**src/sv/quaternion_to_euler_angles_macros.svh**
```systemverilog
// Assertion macros for the quaternion to Euler angle converter.
// Needs clk and rst in the scope of each use; no other dependencies.
`ifndef QUATERNION_TO_EULER_ANGLES_MACROS_SVH
`define QUATERNION_TO_EULER_ANGLES_MACROS_SVH
`ifndef SYNTHESIS
`define QTE_ASSERT_IMPL(label, ante, cons) \
  label: assert property (@(posedge clk) disable iff (rst) (ante) |-> (cons)) \
    else $error("qte assertion failed");
`define QTE_ASSERT_NEXT(label, ante, cons) \
  label: assert property (@(posedge clk) disable iff (rst) (ante) |=> (cons)) \
    else $error("qte assertion failed");
`else
`define QTE_ASSERT_IMPL(label, ante, cons)
`define QTE_ASSERT_NEXT(label, ante, cons)
`endif
`endif

```
**src/sv/qte_pkg.sv**
```systemverilog
// Shared types and constants for the quaternion to Euler angle converter.
// No dependencies.
`timescale 1ns / 1ps
package qte_pkg;

  localparam int QW   = 32;  // quaternion component width
  localparam int AW   = 38;  // product accumulators
  localparam int CW   = 40;  // CORDIC x / y
  localparam int ZW   = 35;  // CORDIC angle, Q30 radians
  localparam int SQW  = 62;  // square root working width
  localparam int KW   = 5;   // CORDIC step index
  localparam int DTW  = 54;  // scaled angle
  localparam int DRW  = 44;  // reciprocal product
  localparam int SQRT_ITERS = 31;

  localparam logic signed [AW-1:0] ONE_ACC  = 38'sd1073741824;
  localparam logic signed [ZW-1:0] PI_Q30   = 35'sd3373259426;
  localparam logic [17:0]          DEG_NUM  = 18'd146688;
  localparam logic [DTW-1:0]       DEG_HALF = 54'd5368709120;
  localparam logic [19:0]          RECIP10  = 20'd838861;
  localparam logic [16:0]          PITCH_LIM = 17'd23100;
  localparam logic [16:0]          ANGLE_LIM = 17'd46100;

  typedef enum logic [3:0] {
    MUL_WY, MUL_XZ, MUL_YZ, MUL_WX, MUL_XX, MUL_YY,
    MUL_XY, MUL_WZ, MUL_WW, MUL_ZZ, MUL_SS
  } mul_op_t;

  typedef enum logic [1:0] {ANG_PITCH, ANG_ROLL, ANG_YAW} angle_t;

  typedef enum logic [3:0] {
    ST_IDLE, ST_MUL, ST_DRAIN, ST_SQRT, ST_CLOAD, ST_CSTEP,
    ST_DEG1, ST_DEG2, ST_DEG3, ST_FINISH
  } state_t;

  typedef struct packed {
    logic          capture;
    logic          mul_en;
    mul_op_t       mul_op;
    logic          sqrt_step;
    logic          cordic_load;
    logic          cordic_step;
    logic [KW-1:0] cordic_k;
    angle_t        angle;
    logic          deg1;
    logic          deg2;
    logic          deg3;
    logic          out_load;
  } dp_cmd_t;

  // atan(2^-k) in Q30 radians, truncated
  function automatic logic signed [ZW-1:0] atan_entry(input logic [KW-1:0] k);
    logic [31:0] v;
    unique case (k)
      5'd0:  v = 32'h3243F6A8;
      5'd1:  v = 32'h1DAC6705;
      5'd2:  v = 32'h0FADBAFC;
      5'd3:  v = 32'h07F56EA6;
      5'd4:  v = 32'h03FEAB76;
      5'd5:  v = 32'h01FFD55B;
      5'd6:  v = 32'h00FFFAAA;
      5'd7:  v = 32'h007FFF55;
      5'd8:  v = 32'h003FFFEA;
      5'd9:  v = 32'h001FFFFD;
      5'd10: v = 32'h000FFFFF;
      5'd11: v = 32'h0007FFFF;
      5'd12: v = 32'h0003FFFF;
      5'd13: v = 32'h0001FFFF;
      5'd14: v = 32'h0000FFFF;
      5'd15: v = 32'h00007FFF;
      5'd16: v = 32'h00003FFF;
      5'd17: v = 32'h00001FFF;
      5'd18: v = 32'h00000FFF;
      5'd19: v = 32'h000007FF;
      5'd20: v = 32'h000003FF;
      5'd21: v = 32'h000001FF;
      5'd22: v = 32'h000000FF;
      5'd23: v = 32'h0000007F;
      5'd24: v = 32'h0000003F;
      5'd25: v = 32'h0000001F;
      5'd26: v = 32'h0000000F;
      5'd27: v = 32'h00000007;
      5'd28: v = 32'h00000003;
      5'd29: v = 32'h00000001;
      default: v = 32'h00000000;
    endcase
    return signed'({3'b000, v});
  endfunction

endpackage

```
**src/sv/qte_ctrl.sv**
```systemverilog
// Sequencer for the quaternion to Euler angle converter.
// Depends on qte_pkg and quaternion_to_euler_angles_macros.svh.
`timescale 1ns / 1ps
`include "quaternion_to_euler_angles_macros.svh"
module qte_ctrl #(
  parameter int CORDIC_STEPS = 24
) (
  input  logic              clk,
  input  logic              rst,
  input  logic              in_valid,
  output logic              in_ready,
  input  logic              quat_present,
  output logic              out_valid,
  input  logic              out_ready,
  output qte_pkg::dp_cmd_t  cmd
);

  qte_pkg::state_t           state, state_next;
  logic [qte_pkg::KW-1:0]    cnt;
  qte_pkg::mul_op_t          mul_op;
  qte_pkg::angle_t           angle;
  logic                      slot_free;
  logic [3:0]                unit_busy;

  assign slot_free = !out_valid || out_ready;

  // next state
  always_comb begin
    state_next = state;
    unique case (state)
      qte_pkg::ST_IDLE:
        if (in_valid) state_next = quat_present ? qte_pkg::ST_MUL : qte_pkg::ST_FINISH;
      qte_pkg::ST_MUL:
        if (mul_op == qte_pkg::MUL_SS) state_next = qte_pkg::ST_DRAIN;
      qte_pkg::ST_DRAIN: state_next = qte_pkg::ST_SQRT;
      qte_pkg::ST_SQRT:
        if (cnt == qte_pkg::KW'(qte_pkg::SQRT_ITERS - 1)) state_next = qte_pkg::ST_CLOAD;
      qte_pkg::ST_CLOAD: state_next = qte_pkg::ST_CSTEP;
      qte_pkg::ST_CSTEP:
        if (cnt == qte_pkg::KW'(CORDIC_STEPS - 1)) state_next = qte_pkg::ST_DEG1;
      qte_pkg::ST_DEG1: state_next = qte_pkg::ST_DEG2;
      qte_pkg::ST_DEG2: state_next = qte_pkg::ST_DEG3;
      qte_pkg::ST_DEG3:
        state_next = (angle == qte_pkg::ANG_YAW) ? qte_pkg::ST_FINISH : qte_pkg::ST_CLOAD;
      qte_pkg::ST_FINISH:
        if (slot_free) state_next = qte_pkg::ST_IDLE;
      default: state_next = qte_pkg::ST_IDLE;
    endcase
  end

  // datapath commands
  always_comb begin
    cmd             = '0;
    cmd.mul_op      = mul_op;
    cmd.angle       = angle;
    cmd.cordic_k    = cnt;
    in_ready        = (state == qte_pkg::ST_IDLE);
    cmd.capture     = (state == qte_pkg::ST_IDLE) && in_valid;
    cmd.mul_en      = (state == qte_pkg::ST_MUL);
    cmd.sqrt_step   = (state == qte_pkg::ST_SQRT);
    cmd.cordic_load = (state == qte_pkg::ST_CLOAD);
    cmd.cordic_step = (state == qte_pkg::ST_CSTEP);
    cmd.deg1        = (state == qte_pkg::ST_DEG1);
    cmd.deg2        = (state == qte_pkg::ST_DEG2);
    cmd.deg3        = (state == qte_pkg::ST_DEG3);
    cmd.out_load    = (state == qte_pkg::ST_FINISH) && slot_free;
  end

  // state, step counter, product and angle selectors
  always_ff @(posedge clk) begin
    if (rst) begin
      state  <= qte_pkg::ST_IDLE;
      cnt    <= '0;
      mul_op <= qte_pkg::MUL_WY;
      angle  <= qte_pkg::ANG_PITCH;
    end else begin
      state <= state_next;
      cnt   <= (state_next != state) ? '0 : cnt + 1'b1;
      if (cmd.capture) begin
        mul_op <= qte_pkg::MUL_WY;
        angle  <= qte_pkg::ANG_PITCH;
      end else begin
        if (cmd.mul_en && mul_op != qte_pkg::MUL_SS)
          mul_op <= qte_pkg::mul_op_t'(mul_op + 4'd1);
        if (cmd.deg3) begin
          unique case (angle)
            qte_pkg::ANG_PITCH: angle <= qte_pkg::ANG_ROLL;
            qte_pkg::ANG_ROLL:  angle <= qte_pkg::ANG_YAW;
            default:            angle <= qte_pkg::ANG_PITCH;
          endcase
        end
      end
    end
  end

  // output word valid
  always_ff @(posedge clk) begin
    if (rst) begin
      out_valid <= 1'b0;
    end else if (cmd.out_load) begin
      out_valid <= 1'b1;
    end else if (out_ready) begin
      out_valid <= 1'b0;
    end
  end

  assign unit_busy = {cmd.mul_en, cmd.sqrt_step, cmd.cordic_load, cmd.cordic_step};

  `QTE_ASSERT_NEXT(a_accept_busy, in_valid && in_ready, state != qte_pkg::ST_IDLE)
  `QTE_ASSERT_IMPL(a_one_unit, 1'b1, $onehot0(unit_busy))
  `QTE_ASSERT_NEXT(a_stall_waits, state == qte_pkg::ST_FINISH && out_valid && !out_ready, state == qte_pkg::ST_FINISH)
  `QTE_ASSERT_IMPL(a_load_free, cmd.out_load, !out_valid || out_ready)

endmodule

```
**config.mk**
```make
export PLATFORM = sky130hd
export DESIGN_NAME = qte_ctrl
export DESIGN_NICKNAME = d
export VERILOG_FILES = /design/src/sv/qte_pkg.sv /design/src/sv/qte_ctrl.sv
export VERILOG_INCLUDE_DIRS = /design/src /design/src/sv
export SDC_FILE = /design/constraint.sdc
export NUM_CORES = 1
export LEC_CHECK = 0
export BUFFER_PORTS_ARGS = -buffer_cell sky130_fd_sc_hd__buf_4
export CAP_MARGIN = 25
export CORE_ASPECT_RATIO = 0.8
export CORE_MARGIN = 2
export CORE_UTILIZATION = 45
export DETAILED_ROUTE_END_ITERATION = 8
export GPL_TIMING_DRIVEN = 0
export HOLD_SLACK_MARGIN = 0.15
export PLACE_DENSITY = 0.7
export SYNTH_ARGS = -nofsm -noshare
export SYNTH_HDL_FRONTEND = slang
export SYNTH_SLANG_ARGS = --single-unit
export TNS_END_PERCENT = 1
```
**constraint.sdc**
```tcl
create_clock -name clk -period 4.6 [get_ports clk]
set_input_delay 0 -clock clk [delete_from_list [all_inputs] [get_ports clk]]
set_output_delay 0 -clock clk [all_outputs]
set_load 0.05 [all_outputs]
```
# ---- Word-level counts from Yosys, hierarchy flattened
# Index checks and enable logic that the tools add are counted.
dict set report totals {
  register_bits 16
  latchBits 0
  ram_bits 0
  romBits 0
  input_bits 5
  output_inout_bits 22
  memories 0
}
dict set report op_classes {
  addsub 2
  multipliers 0
  n_div 0
  magnitude_cmp 0
  eq_ne 16
  shifts 0
  muxes 11
  bitwise_logic 0
  n_reduce_logical 10
}
# cell n
set op_table {}
lappend op_table {{case mux 4 bit (10 select lines)} 1}
lappend op_table {{2-to-1 mux 4 bit} 7}
lappend op_table {{== test 4 x 3 -> 1 bit, second input constant} 4}
lappend op_table {{== test 4 bit, second input constant} 3}
lappend op_table {{== test 5 bit, second input constant} 2}
lappend op_table {{== test 4 x 2 -> 1 bit, second input constant} 2}
lappend op_table {{adder 5 x 1 -> 5 bit, second input constant} 1}
lappend op_table {{adder 4 x 1 -> 4 bit, second input constant} 1}
lappend op_table {{== test 4 x 1 -> 1 bit, second input constant} 1}
lappend op_table {{logical NOT 4 bit} 1}
lappend op_table {{inequality test 4 bit} 1}
lappend op_table {{inequality test 4 bit, second input constant} 1}
lappend op_table {{case mux 2 bit (2 select lines)} 1}
lappend op_table {{OR reduction 2 bit} 2}
lappend op_table {{logical AND 1 bit} 3}
lappend op_table {{== test 2 x 1 -> 1 bit, second input constant} 1}
lappend op_table {{== test 2 bit, second input constant} 1}
lappend op_table {{logical NOT 2 bit} 1}
lappend op_table {{2-to-1 mux 1 bit} 2}
lappend op_table {{nonzero test 2 bit} 1}
lappend op_table {{logical NOT 1 bit} 1}
lappend op_table {{logical OR 1 bit} 1}

# ---- Logic depth before layout (Yosys ltp)
# Gate-level depths: netlist (run 1).
dict set report depth {
  ltp_word 6
  mapped_depth 6
  ltp_nobuf 6
}

# ---- Worst setup path before layout (run 1)
# OpenSTA, ideal clock, no wires.
dict set report synth_timing {
  path_type {reg-to-reg}
  start {register state[2]}
  end {register mul_op[1]}
  t_arrival_ns 2.921
  t_required_ns 4.431
  setup_slack_ns 1.510
  stages_incl_launch_ff 6
  period_less_slack_ns 3.090
  cell_sequence {dfxtp_1 nor4_1 and2_1 or2_1 buf_2 a311oi_1}
}
# element line
set synth_rtl {}
lappend synth_rtl {{from (decl)} qte_ctrl.sv:18} ;# qte_pkg::state_t state, state_next;
lappend synth_rtl {{from (signal assigned)} qte_ctrl.sv:72} ;# state <= qte_pkg::ST_IDLE;
lappend synth_rtl {{from (signal assigned)} qte_ctrl.sv:77} ;# state <= state_next;
lappend synth_rtl {{to (signal assigned)} qte_ctrl.sv:74} ;# mul_op <= qte_pkg::MUL_WY;
lappend synth_rtl {{to (signal assigned)} qte_ctrl.sv:80} ;# mul_op <= qte_pkg::MUL_WY;
lappend synth_rtl {{to (signal assigned)} qte_ctrl.sv:84} ;# mul_op <= qte_pkg::mul_op_t'(mul_op + 4'd1);
lappend synth_rtl {{to (decl)} qte_ctrl.sv:20} ;# qte_pkg::mul_op_t mul_op;

# ---- Final worst setup path (run 1)
dict set report layout_timing {
  start {register cnt[0] (netlist bit)}
  end {register cnt[2] (netlist bit)}
}
dict set report layout_via {
  elab_chain_len 5
}
# element line
set layout_rtl {}
lappend layout_rtl {{from (decl)} qte_ctrl.sv:19} ;# logic [qte_pkg::KW-1:0] cnt;
lappend layout_rtl {{from (signal assigned)} qte_ctrl.sv:78} ;# cnt <= (state_next != state) ? '0 : cnt + 1'b1;
lappend layout_rtl {{== test 5 bit, on equally long branches} {qte_ctrl.sv:40, qte_ctrl.sv:37}}
lappend layout_rtl {{2-to-1 mux 4 bit, on equally long branches} {qte_ctrl.sv:40, qte_ctrl.sv:37}}
lappend layout_rtl {{case mux 4 bit (10 select lines)} qte_ctrl.sv:30} ;# unique case (state)
lappend layout_rtl {{inequality test 4 bit} qte_ctrl.sv:78}
lappend layout_rtl {{OR reduction 2 bit (no source line)} n/a}
# Parallel ways exist; a longest one is shown, timed or not.
# A chain may end at the register's enable or synchronous reset.

==> results list, run 1 <==
* Run status: complete, no violations
- Sum of met2 wire segment lengths after detailed routing: 1040 um
- Clock skew: 0.00450 ns
- Final GP Congestion: 0.802
* Asr flop ratio synth: 0
* Worst setup SP type: flop
- In this run the worst hold path is classified as input port to flop.
- Tcrit/Tclk final: 0.379
- Counting cells, the worst reg-to-reg path comes to 6.
- A synthesized cell averages 8.67 um2.
- Of all nets on the critical path, the largest fanout is 5.
- In this run, the number of DRC markers left after iteration 0 of detailed routing was 16.
- Cell Pwr Density: 421 mW/mm2
- Clock tree synthesis selected as its root buffer the cell clkbuf_4.
- Starting utilization of the core area: 0.470
- TritonCTS built the clock tree.
- Cell count after synthesis: 116
- In this run the cell area of the synthesized design comes to 0.00101 mm2.
- For this run, the top clock speed supported by timing is 573 MHz.
* Detail-routed net length per standard cell: 14.0 um
* Drt pass-1 iters: 4
* Peak VDD IR: 0.292 mV
* Worst slack, placed: 2.91 ns
* DRC viols: 0
- After detailed routing, the number of vias per cell comes to 5.55.
* Top flip-flop cell by instance count after synthesis: dfxtp_1
* Antenna violations before repair: 0
- Setup violations remaining at the end of the flow were counted as 0.
* Unique cell type count in the Yosys netlist: 45
- The die is 46.3 um tall.
- Worst flop-to-flop path endpoint: cnt[2]$_SDFF_PP0_
- The worst hold path begins at quat_present.
- Area added between synthesis and finish: 28.1%
* Pins Over Slew Limit: 0
* Sequential-to-total area share from yosys stat: 0.318
- Detailed placer's ending HPWL: 1850 um
- The clock reaches the later pin of the worst-skew pair after 0.29 ns.
- At the end of the flow, the number of nets in the layout was 158.
- In this run the static leakage power is 0.511 nW.
* Min Clock Period, post-route: 1.75 ns
* Number of H-tree levels: 1
* Aggregate routed wire length: 2430 um
- The initialized floorplan defines 15 standard-cell rows.
* Count of vias placed by the detailed router: 961
- IO buf count: 26
* Ant. Diodes: 0
- Measured against its own limit, the worst slew margin works out to 0.687.
- Met3 routed WL: 113 um
* Number of post-CTS setup repair buffers: 0
- STA puts the critical path data arrival time at 1.96 ns.
- Clock tree sinks: 16
- Die width: 56.9 um
- Boundary pin count: 27
- Std-Cell Core Area: 0.00214 mm2
- The critical path in this run is classified as flop to flop.
- Clock-pin slew was measured on the worst setup and hold paths at 0.10 ns.
- Post-Syn Nets: 125
- The number of hold violations in the final report came to 0.
- Of the cells placed in the final design, the portion with a size suffix greater than 1 is 0.345.
- Once detail routing completed, the nets flagged for antenna violations numbered 0.
- Slack of the critical path: 2.85 ns
* Wire length of the first global-routing pass: 4010 um
- For this block, wires on met1 add up to 1250 um.
- Synthesis inferred 16 register bits.
* Least-Margin Pin Slew: 0.468 ns
- Required time at the endpoint of the critical path: 4.81 ns
- Sink of the worst hold path: state[3]$_SDFF_PP0_
* Sort of element at the end of the critical path: flop
- In this run the critical register-to-register path is launched from cnt[0]$_SDFF_PP0_.
- Across all register-to-register paths, the minimum setup slack is 2.85 ns.
- Once layout is complete, the cells apart from fillers number 173.
* Number of global-route vias before repair: 832
* Setup_tns: 0 ns
* Syn. warnings: 0
- Largest net degree at the start of global routing: 11
* Unrepaired setup endpoints after global routing: false
- Instance count after placement with tap cells included: 167
- Total Die Area: 0.00263 mm2
* Number of max-capacitance violations reported: 0
* All-Layer GR Usage: 0.204
- Top Layer Used: met4
* Total clock buffers created by CTS: 3
- Count of flip-flops with a built-in enable after synthesis: 0
* Worst-case clock buffer depth: 2
- Worst hold path stage count: 5
- For this run the aggregate overflow at the end of global routing stands at 0.
[per-stage QoR]
step | power (mW) | hold WS, ns | utilization | cell area [um2]
global placement | 0.441 | 0.228 | 0.576 | 1230
CTS | 0.545 | 0.160 | 0.602 | 1290
floorplan | 0.381 | 0.0691 | - | 1010
finish | 0.543 | 0.164 | 0.602 | 1290
detailed placement | 0.448 | 0.230 | 0.576 | 1230
global route | 0.576 | 0.167 | 0.602 | 1290
[logic make-up after synthesis]
logic type	count (synthesis)	share of synthesized area
AO/OA/AOI/OAI	28	0.223
XOR/XNOR	5	0.0435
adder cells (fa/ha/maj)	4	0.0498
buffers and inverters	11	0.0547
flip-flops	16	0.318
AND/OR/NAND/NOR	52	0.311
[cells in the final DEF, fill, tap and decap left out, types with 2 or more instances in the layout]
cell type / netlist / final
inv_1: 4 / 4
nor3_1: 4 / 4
nor2_1: 12 / 12
nand4_1: 2 / 2
ha_1: 4 / 4
nand4b_1: 2 / 2
dfxtp_1: 16 / 16
xnor2_1: 2 / 2
o21ai_0: 3 / 3
nand3_1: 2 / 2
buf_4: 0 / 26
clkbuf_4: 0 / 3
a211oi_2: 5 / 5
xor2_1: 3 / 3
nand2_1: 8 / 8
dlygate4sd3_1: 0 / 2
nor2b_1: 3 / 3
buf_2: 5 / 5
a21oi_1: 10 / 10
nand2b_1: 3 / 3
[worst max-delay path by stage]
stage / start / endpoint / depth (start not counted)
finish: cnt[0]$_SDFF_PP0_ / cnt[2]$_SDFF_PP0_ / 6
global route: cnt[0]$_SDFF_PP0_ / cnt[2]$_SDFF_PP0_ / 6
CTS: cnt[0]$_SDFF_PP0_ / cnt[2]$_SDFF_PP0_ / 6
detailed placement: cnt[0]$_SDFF_PP0_ / cnt[2]$_SDFF_PP0_ / 6
global placement: cnt[0]$_SDFF_PP0_ / cnt[2]$_SDFF_PP0_ / 6
floorplan: state[2]$_SDFF_PP0_ / mul_op[1]$_SDFFE_PP0P_ / 5
[where the power goes]
part / total [mW] / internal (mW) / switching (mW)
logic: 0.274 / 0.0958 / 0.178
registers: 0.174 / 0.155 / 0.0195
clock network: 0.0946 / 0.0482 / 0.0464
total: 0.543 / 0.299 / 0.244
[timing repair]
action / CTS / global route
hold buffers: 2 / 0
endpoints found under the hold margin: 8 / 0
resized for setup: 0 / 0
[state kept, by name (all words and copies together) (netlist names)]
| register | cells |
|---|---|
| state | 4 |
| cnt | 5 |
| angle | 2 |
| mul_op | 4 |
| out_valid | 1 |
[final cells by class]
class | count | area [um2]
clock buffers | 4 | 36.3
flip-flops and latches | 16 | 320
repair buffers | 28 | 215
well taps | 25 | 31.3
inverters | 5 | 18.8
plain buffers | 6 | 36.3
fillers | 213 | 851
multi-input cells | 89 | 631
[cells in the mapped netlist (all sizes together), types with 2 or more instances]
master | number | area (um2)
dfxtp | 16 | 320
nor2 | 12 | 45.0
a21oi | 10 | 50.1
nand2 | 9 | 36.3
a211oi | 6 | 70.1
buf | 6 | 36.3
inv | 5 | 18.8
ha | 4 | 50.1
nand2b | 4 | 27.5
nor3 | 4 | 20.0
nor2b | 3 | 18.8
o21ai | 3 | 15.0
xor2 | 3 | 26.3
and3 | 2 | 13.8
nand3 | 2 | 10.0
nand4 | 2 | 12.5
nand4b | 2 | 17.5
or2 | 2 | 12.5
xnor2 | 2 | 17.5
[routing by layer]
| metal | up-vias | GRT usage |
|---|---|---|
| li1 | 482 | - |
| met1 | 457 | 0.295 |
| met2 | 20 | 0.298 |
| met3 | 2 | 0.0590 |
| met4 | 0 | 0.0558 |
| met5 | - | 0 |
[worst max-delay path, cell delays in order (launching register included)]
cell and delay, ns:
dfxtp_1 0.36, inv_1 0.07, ha_1 0.17, nand4_1 0.17, o211ai_1 0.35, o2111ai_2 0.31
a211oi_2 0.24
No activity file was read; power rests on OpenSTA's default activity.
==> run 2, diff against run 1 <==
ABC_AREA = 1   (was not set)
PLACE_DENSITY = 0.73   (was 0.7)
clock period = 1.4 ns   (was 4.6 ns; I/O delays follow)
==> results list, run 2 <==
- Counting every net in the synthesized netlist gives 146.
* Initial DRC Count: 40
- At the end of the flow, the number of nets in the layout was 192.
* Boundary pin count: 27
- The repair_antennas step left the layout with diodes totalling 0.
- Of the synthesized area, sequential elements account for 0.337.
* Area added between synthesis and finish: 63.2%
- Endpoints failing setup: 6
- Final cell count without fillers: 206
- The die covers 0.00250 mm2.
- For this design the static power due to leakage is 0.663 nW.
* Die outline height: 45.1 um
* Number of rows created at floorplan: 14
- Counting flops per register, the top entry is cnt.
- Worst setup SP type: flop
* DRC viols: 0
- Across every metal layer, demand over resource in global routing totals 0.224.
* Cell Area, Synth: 950 um2
- For this configuration, the core starts out at a cell density of 0.488.
* Most frequent cells in the layout: buf_4, nand2_1, inv_1, nor2_1, nor2_2
- Sorting the synthesized cells by area gives the leading types as dfxtp_1, nor2_1, nand2_1.
- The critical path starts at state[3]$_SDFF_PP0_.
* Run status: complete, but fails checks
* Slack of the critical path: -0.0507 ns
* Worst hold path stage count: 6
* Peak VDD IR: 1.06 mV
- After clock tree synthesis, the clock-pin slew on the worst setup and hold paths is 0.10 ns.
* Unique cell type count in the Yosys netlist: 25
- Number of max-capacitance violations reported: 0
* Mean instance size in the synthesized netlist: 6.93 um2
- Subtracting the final worst setup slack from the clock period gives 1.45 ns.
- Number of H-tree levels: 1
- In the final layout, the registers with the most flip-flops are cnt: 5 flops, mul_op: 4 flops, state: 4 flops.
- Max-Slew Margin vs Limit: 0.754
* Kind of critical path: flop to flop
- The worst hold path terminates at state[3]$_SDFF_PP0_.
- Skew-Pair Late Insertion Delay: 0.30 ns
- DRT antenna net count: 0
* Flip-flop count of the largest register after layout: 5
- Via density per instance: 5.07
- Detailed routing inserted a total of 1045 vias.
* Std-Cell Core Area: 0.00194 mm2
- Root cell of the clock tree: clkbuf_4
* Data arrival at the endpoint of the critical path: 1.64 ns
* Cell count after synthesis: 137
- Detailed placer's ending HPWL: 1790 um
- Commonest non-fill, non-tap cell in the layout: buf_4
- Buffers placed on the I/O ports in this run total 26.
- After synthesis the netlist holds a flip-flop and latch count of 16.
- The initial antenna violation count is 0.
- Instance count after placement with tap cells included: 187
- Aggregate routed wire length: 2800 um
- The min-delay analysis places its worst path in the category input port to flop.
- Final Hold Violating Endpoints: 0
- The clock drives 16 sinks.
* Most common cell in the synthesized netlist: nor2_1
- Unrepaired setup endpoints after global routing: true
* Count of flip-flops with a built-in enable after synthesis: 0
* Worst flop-to-flop path endpoint: cnt[1]$_SDFF_PP0_
* Fraction of layout instances using a drive strength above 1: 0.549
- Of all cell types, the one taking the most synthesized area is dfxtp_1.
* Least-Margin Pin Slew: 0.366 ns
- Top flip-flop cell by instance count after synthesis: dfxtp_1
* Max Clk Rate: 689 MHz
* Clock skew: 0.00581 ns
- The share of synthesized area in the top cell type comes to 0.337.
- Final GP Congestion: 0.862
- Cell Pwr Density: 987 mW/mm2
* Pins Over Slew Limit: 0
* Required time at the endpoint of the critical path: 1.59 ns
* Syn. warnings: 0
- For this run, the detailed router's first-pass iteration total came to 4.
- TritonCTS built the clock tree.
* Total clock buffers created by CTS: 3
* Worst-case clock buffer depth: 2
- The worst setup path is captured at a flop.
- After synthesis, the share of flip-flops with an asynchronous set or reset is 0.
* Crit-path max FO: 5
- The first global-routing pass estimated 4250 um of wire.
- The number of global-route vias before repair was 959.
- Entering global routing, the biggest net connects 10 pins.
- Worst r2r src: state[3]$_SDFF_PP0_
* Setup_tns: -0.228 ns
* Number of cells traversed by the worst register-to-register path: 11
- Register-to-Register Setup Slack: -0.05 ns
* Die width: 55.4 um
- The worst hold path begins at quat_present.
* Violations in the final reports: setup timing
* Detail-routed net length per standard cell: 13.6 um
- List of most frequent post-synthesis cells: nor2_1, nand2_1, inv_1, dfxtp_1, nand3_1
- Of the available clock period, the critical path in the final layout requires 1.04.
* Gr ovfl total: 0
run 2: changes by cell type after synthesis, moves of 3 or more:
cell      previous run  this run
nand2_1              8        24
inv_1                4        18
nor2_1              12        25
nand3_1              2        11
nor2_2               0         6
a21oi_1             10         5
a211oi_2             5         1
buf_2                5         1
inv_2                1         4
nand2b_1             3         0
nor2b_1              3         0
run 2: final cells by class:
cell class / count / area [um2]
Buffer: 1 / 5.00
Clock buffer: 4 / 36.3
Fill cell: 119 / 394
Inverter: 22 / 85.1
Multi-Input combinational cell: 98 / 701
Sequential cell: 16 / 350
Tap cell: 24 / 30.0
Timing Repair Buffer: 41 / 343
run 2: kinds of logic after synthesis:
logic type      after synthesis  share of synthesized area
simple gates                 80                      0.412
buf+inv                      23                     0.0922
fa+ha+maj                     4                     0.0527
xor+xnor                      5                     0.0461
flops                        16                      0.337
compound gates                9                     0.0593
run 2: through the flow:
step	util	setup WS (ns)	hold WS (ns)	instance area, um2	total power [mW]
final	0.797	-0.0507	0.170	1550	1.53
after global routing	0.797	-0.127	0.197	1550	1.62
after CTS	0.727	-0.0160	0.170	1410	1.47
after detailed placement	0.625	-0.166	0.236	1220	1.09
after global placement	0.625	-0.131	0.225	1220	1.07
after floorplan	-	-0.233	0.0617	991	0.950
run 2: how the worst max path moves through the flow:
stage,end,cells past startpoint
2_1_floorplan,cnt[0]$_SDFF_PP0_,8
3_5_place_dp,cnt[4]$_SDFF_PP0_,11
3_3_place_gp,cnt[0]$_SDFF_PP0_,11
5_1_grt,cnt[2]$_SDFF_PP0_,10
4_1_cts,cnt[4]$_SDFF_PP0_,11
6_report,cnt[1]$_SDFF_PP0_,11
run 2: timing repair:
action                                  4_1_cts  5_1_grt
endpoints found under the setup margin       15       13
resized for setup                            26       27
buffers inserted                              8        5
hold endpoints to repair                      5        0
pin swaps                                    13       14
hold buffers                                  2        0
run 2: where the power goes:
part,switching (mW),total (mW),internal (mW)
Sequential,0.0599,0.551,0.491
Combinational,0.422,0.658,0.236
Clock,0.163,0.322,0.159
Total,0.645,1.53,0.885
run 2: per-layer routing:
layer | GRT usage | part of all wire | up-vias
met4 | 0.0634 | 0.020 | 0
met3 | 0.0688 | 0.072 | 8
li1 | - | - | 517
met5 | 0 | 0 | -
met2 | 0.405 | 0.49 | 41
met1 | 0.264 | 0.42 | 479
run 2: worst max-delay path, stage by stage, from the launching register on:
cell	delay, ns
dfxtp_4	0.40
inv_4	0.07
nand2_8	0.09
inv_1	0.06
nand2_1	0.10
nand2_1	0.08
nor2_2	0.16
nand2_1	0.07
nand2_1	0.06
nand2_1	0.06
nand2_2	0.14
nor2_1	0.06
==> run 3, diff against run 2 <==
SETUP_SLACK_MARGIN = 0.5   (was not set)
==> results list, run 3 (synthesis results as in run 2) <==
- The cell sitting at the root of the clock tree is a clkbuf_4.
* Starting utilization of the core area: 0.488
* Register-to-Register Setup Slack: -0.11 ns
* Number of H-tree levels: 1
- After detailed placement, the design holds a cell count of 187.
* Antenna violations before repair: 0
* Maximum single-stage delay on the critical path: 0.41 ns
* Net switching power of the design: 0.685 mW
* Sink of the worst hold path: out_valid$_SDFFE_PP0P_
- Worst setup SP type: flop
* Total leakage power: 0.683 nW
- Total number of nets in the final design: 191
* Unrepaired setup endpoints after global routing: true
- Across every metal layer, demand over resource in global routing totals 0.225.
- By startpoint and endpoint, the worst setup path is classified as flop to flop.
- Initial DRC Count: 59
* Min Clock Period, post-route: 1.51 ns
- Pins Over Slew Limit: 0
* Number of rows created at floorplan: 14
- Die width: 55.4 um
* Tcrit/Tclk final: 1.08
- The HPWL after detailed placement is 1790 um.
* Hold Path Class: input port to flop
- Combinational power share: 0.457
- The number of hold buffers added after CTS was 1.
- Relative contribution of sequential cells to total power: 0.344
- Endpoints failing setup: 12
- The number of global-route vias before repair came to 961.
* Max Clk Rate: 662 MHz
- Max-cap violations in this run came to 0.
- Worst slack, placed: -0.166 ns
* DRT antenna net count: 0
* Skew-Pair Late Insertion Delay: 0.30 ns
- Worst-case clock buffer depth: 2
* Final cell count without fillers: 205
- Aggregate routed wire length: 3170 um
- TritonCTS created 3 clock buffers.
* Reg with most FFs: cnt
- Drt pass-1 iters: 4
* Boundary pin count: 27
* Worst flop-to-flop path endpoint: cnt[2]$_SDFF_PP0_
- The worst setup path is captured at a flop.
- The flow ran to the end, but the final reports show violations.
* Cell Pwr Density: 981 mW/mm2
- The routed layout has 1163 vias.
- Clock-pin slew was measured on the worst setup and hold paths at 0.11 ns.
* Detail-routed net length per standard cell: 15.5 um
- IO buf count: 26
* Max-Slew Margin vs Limit: 0.719
- Fraction of power consumed by the clock network: 0.199
* Area added between synthesis and finish: 74.0%
- Leaving out fill and tap cells, the most frequent cells in the layout are buf_4, nand2_1, buf_6.
* Number of cells traversed by the worst register-to-register path: 10
- Of the cells placed in the final design, the portion with a size suffix greater than 1 is 0.619.
- The register with the most flip-flops in the layout has 5 of them.
- Worst hold path stage count: 4
- At the worst endpoint, the arrival time is 1.74 ns.
- Critical hold path startpoint: out_ready
- 0 antenna diodes ended up in the layout.
- Final GP Congestion: 0.862
- The first global-routing pass estimated 4260 um of wire.
* Largest net degree at the start of global routing: 10
* Clock skew: 0.0109 ns
- STA puts the critical path data required time at 1.63 ns.
- Global routing finished with a remaining overflow of 0.
- Commonest non-fill, non-tap cell in the layout: buf_4
- Series of cell instances along the critical path: inv_6 > nor2_1 > nand3_1 > nand2_2 > inv_2 > nand3_1 > nand2_1 > nor2_2 > nand2_2 > nor2_2
- Slack of the critical path: -0.110 ns
* Cell with the largest stage delay on the worst path: dfxtp_4
* Via density per instance: 5.67
* Clock tree sinks: 16
* Final total power: 1.62 mW
- Final Hold Violating Endpoints: 0
- The die covers 0.00250 mm2.
- Along the worst path, the maximum fanout reaches 5.
- Fill cell instance count of the final layout: 103
- Registers with the highest flip-flop counts: cnt: 5 flops, mul_op: 4 flops, state: 4 flops
* Std-Cell Core Area: 0.00194 mm2
- For the pin with the worst max-slew slack, the measured transition is 0.418 ns.
- Peak VDD IR: 1.14 mV
- Worst r2r src: state[3]$_SDFF_PP0_
* Die outline height: 45.1 um
- DRC viols: 0
* Violations in the final reports: setup timing
- TritonCTS built the clock tree.
- Switching part of the total power: 0.422
- Internal cell power: 0.937 mW
[run 3: critical path, delay by kind of cell (launching register included)]
| family | cells | cell delay [ns] |
|---|---|---|
| DFF | 1 | 0.41 |
| buffers and inverters | 2 | 0.11 |
| and+or+nand+nor | 8 | 0.92 |
[run 3: how the worst max path moves through the flow]
stage                     cells past startpoint                 from           endpoint
after floorplan                               8  state[0]$_SDFF_PP0_  cnt[0]$_SDFF_PP0_
after global placement                       11  state[1]$_SDFF_PP0_  cnt[0]$_SDFF_PP0_
after detailed placement                     11  state[1]$_SDFF_PP0_  cnt[4]$_SDFF_PP0_
after CTS                                    11    cnt[4]$_SDFF_PP0_  cnt[4]$_SDFF_PP0_
after global routing                         10  state[3]$_SDFF_PP0_  cnt[2]$_SDFF_PP0_
final                                        10  state[3]$_SDFF_PP0_  cnt[2]$_SDFF_PP0_
[run 3: power groups by stage]
stage	combinational, mW	sequential [mW]	clock, mW
2_1_floorplan	0.341	0.608	0
3_3_place_gp	0.525	0.549	0
3_5_place_dp	0.536	0.552	0
4_1_cts	0.641	0.549	0.329
5_1_grt	0.784	0.562	0.365
6_report	0.741	0.557	0.323
[run 3: cell type report]
class,count,area (um2),area share
clock buffers,4,36.3,0.0220
multi-input cells,98,723,0.438
inverters,22,92.6,0.0560
well taps,24,30.0,0.0182
plain buffers,1,11.3,0.00681
repair buffers,40,404,0.245
flip-flops and latches,16,355,0.215
[run 3: through the flow]
stage                     utilization  instance area [um2]  hold slack [ns]  setup TNS, ns
after global placement          0.625                 1220            0.225         -0.682
after detailed placement        0.625                 1220            0.236         -0.876
final                           0.850                 1650          0.00790         -0.640
after global routing            0.850                 1650         -0.00805          -1.79
after floorplan                     -                  991           0.0617          -1.70
after CTS                       0.761                 1480           0.0144        -0.0201
[run 3: routing by layer]
| metal | wire length (um) | track usage | up-vias | part of all wire |
|---|---|---|---|---|
| met4 | 125 | 0.0537 | 0 | 0.039 |
| met5 | 0 | 0 | - | 0 |
| li1 | - | - | 517 | - |
| met2 | 1540 | 0.405 | 75 | 0.48 |
| met1 | 1240 | 0.267 | 549 | 0.39 |
| met3 | 263 | 0.0745 | 22 | 0.083 |
[run 3: timing repair]
item / 4_1_cts / 5_1_grt
gates resized for setup: 52 / 38
buffers inserted: 8 / 5
endpoints found under the setup margin: 33 / 37
gates cloned: 0 / 0
pin swaps: 24 / 26
hold endpoints to repair: 6 / 2
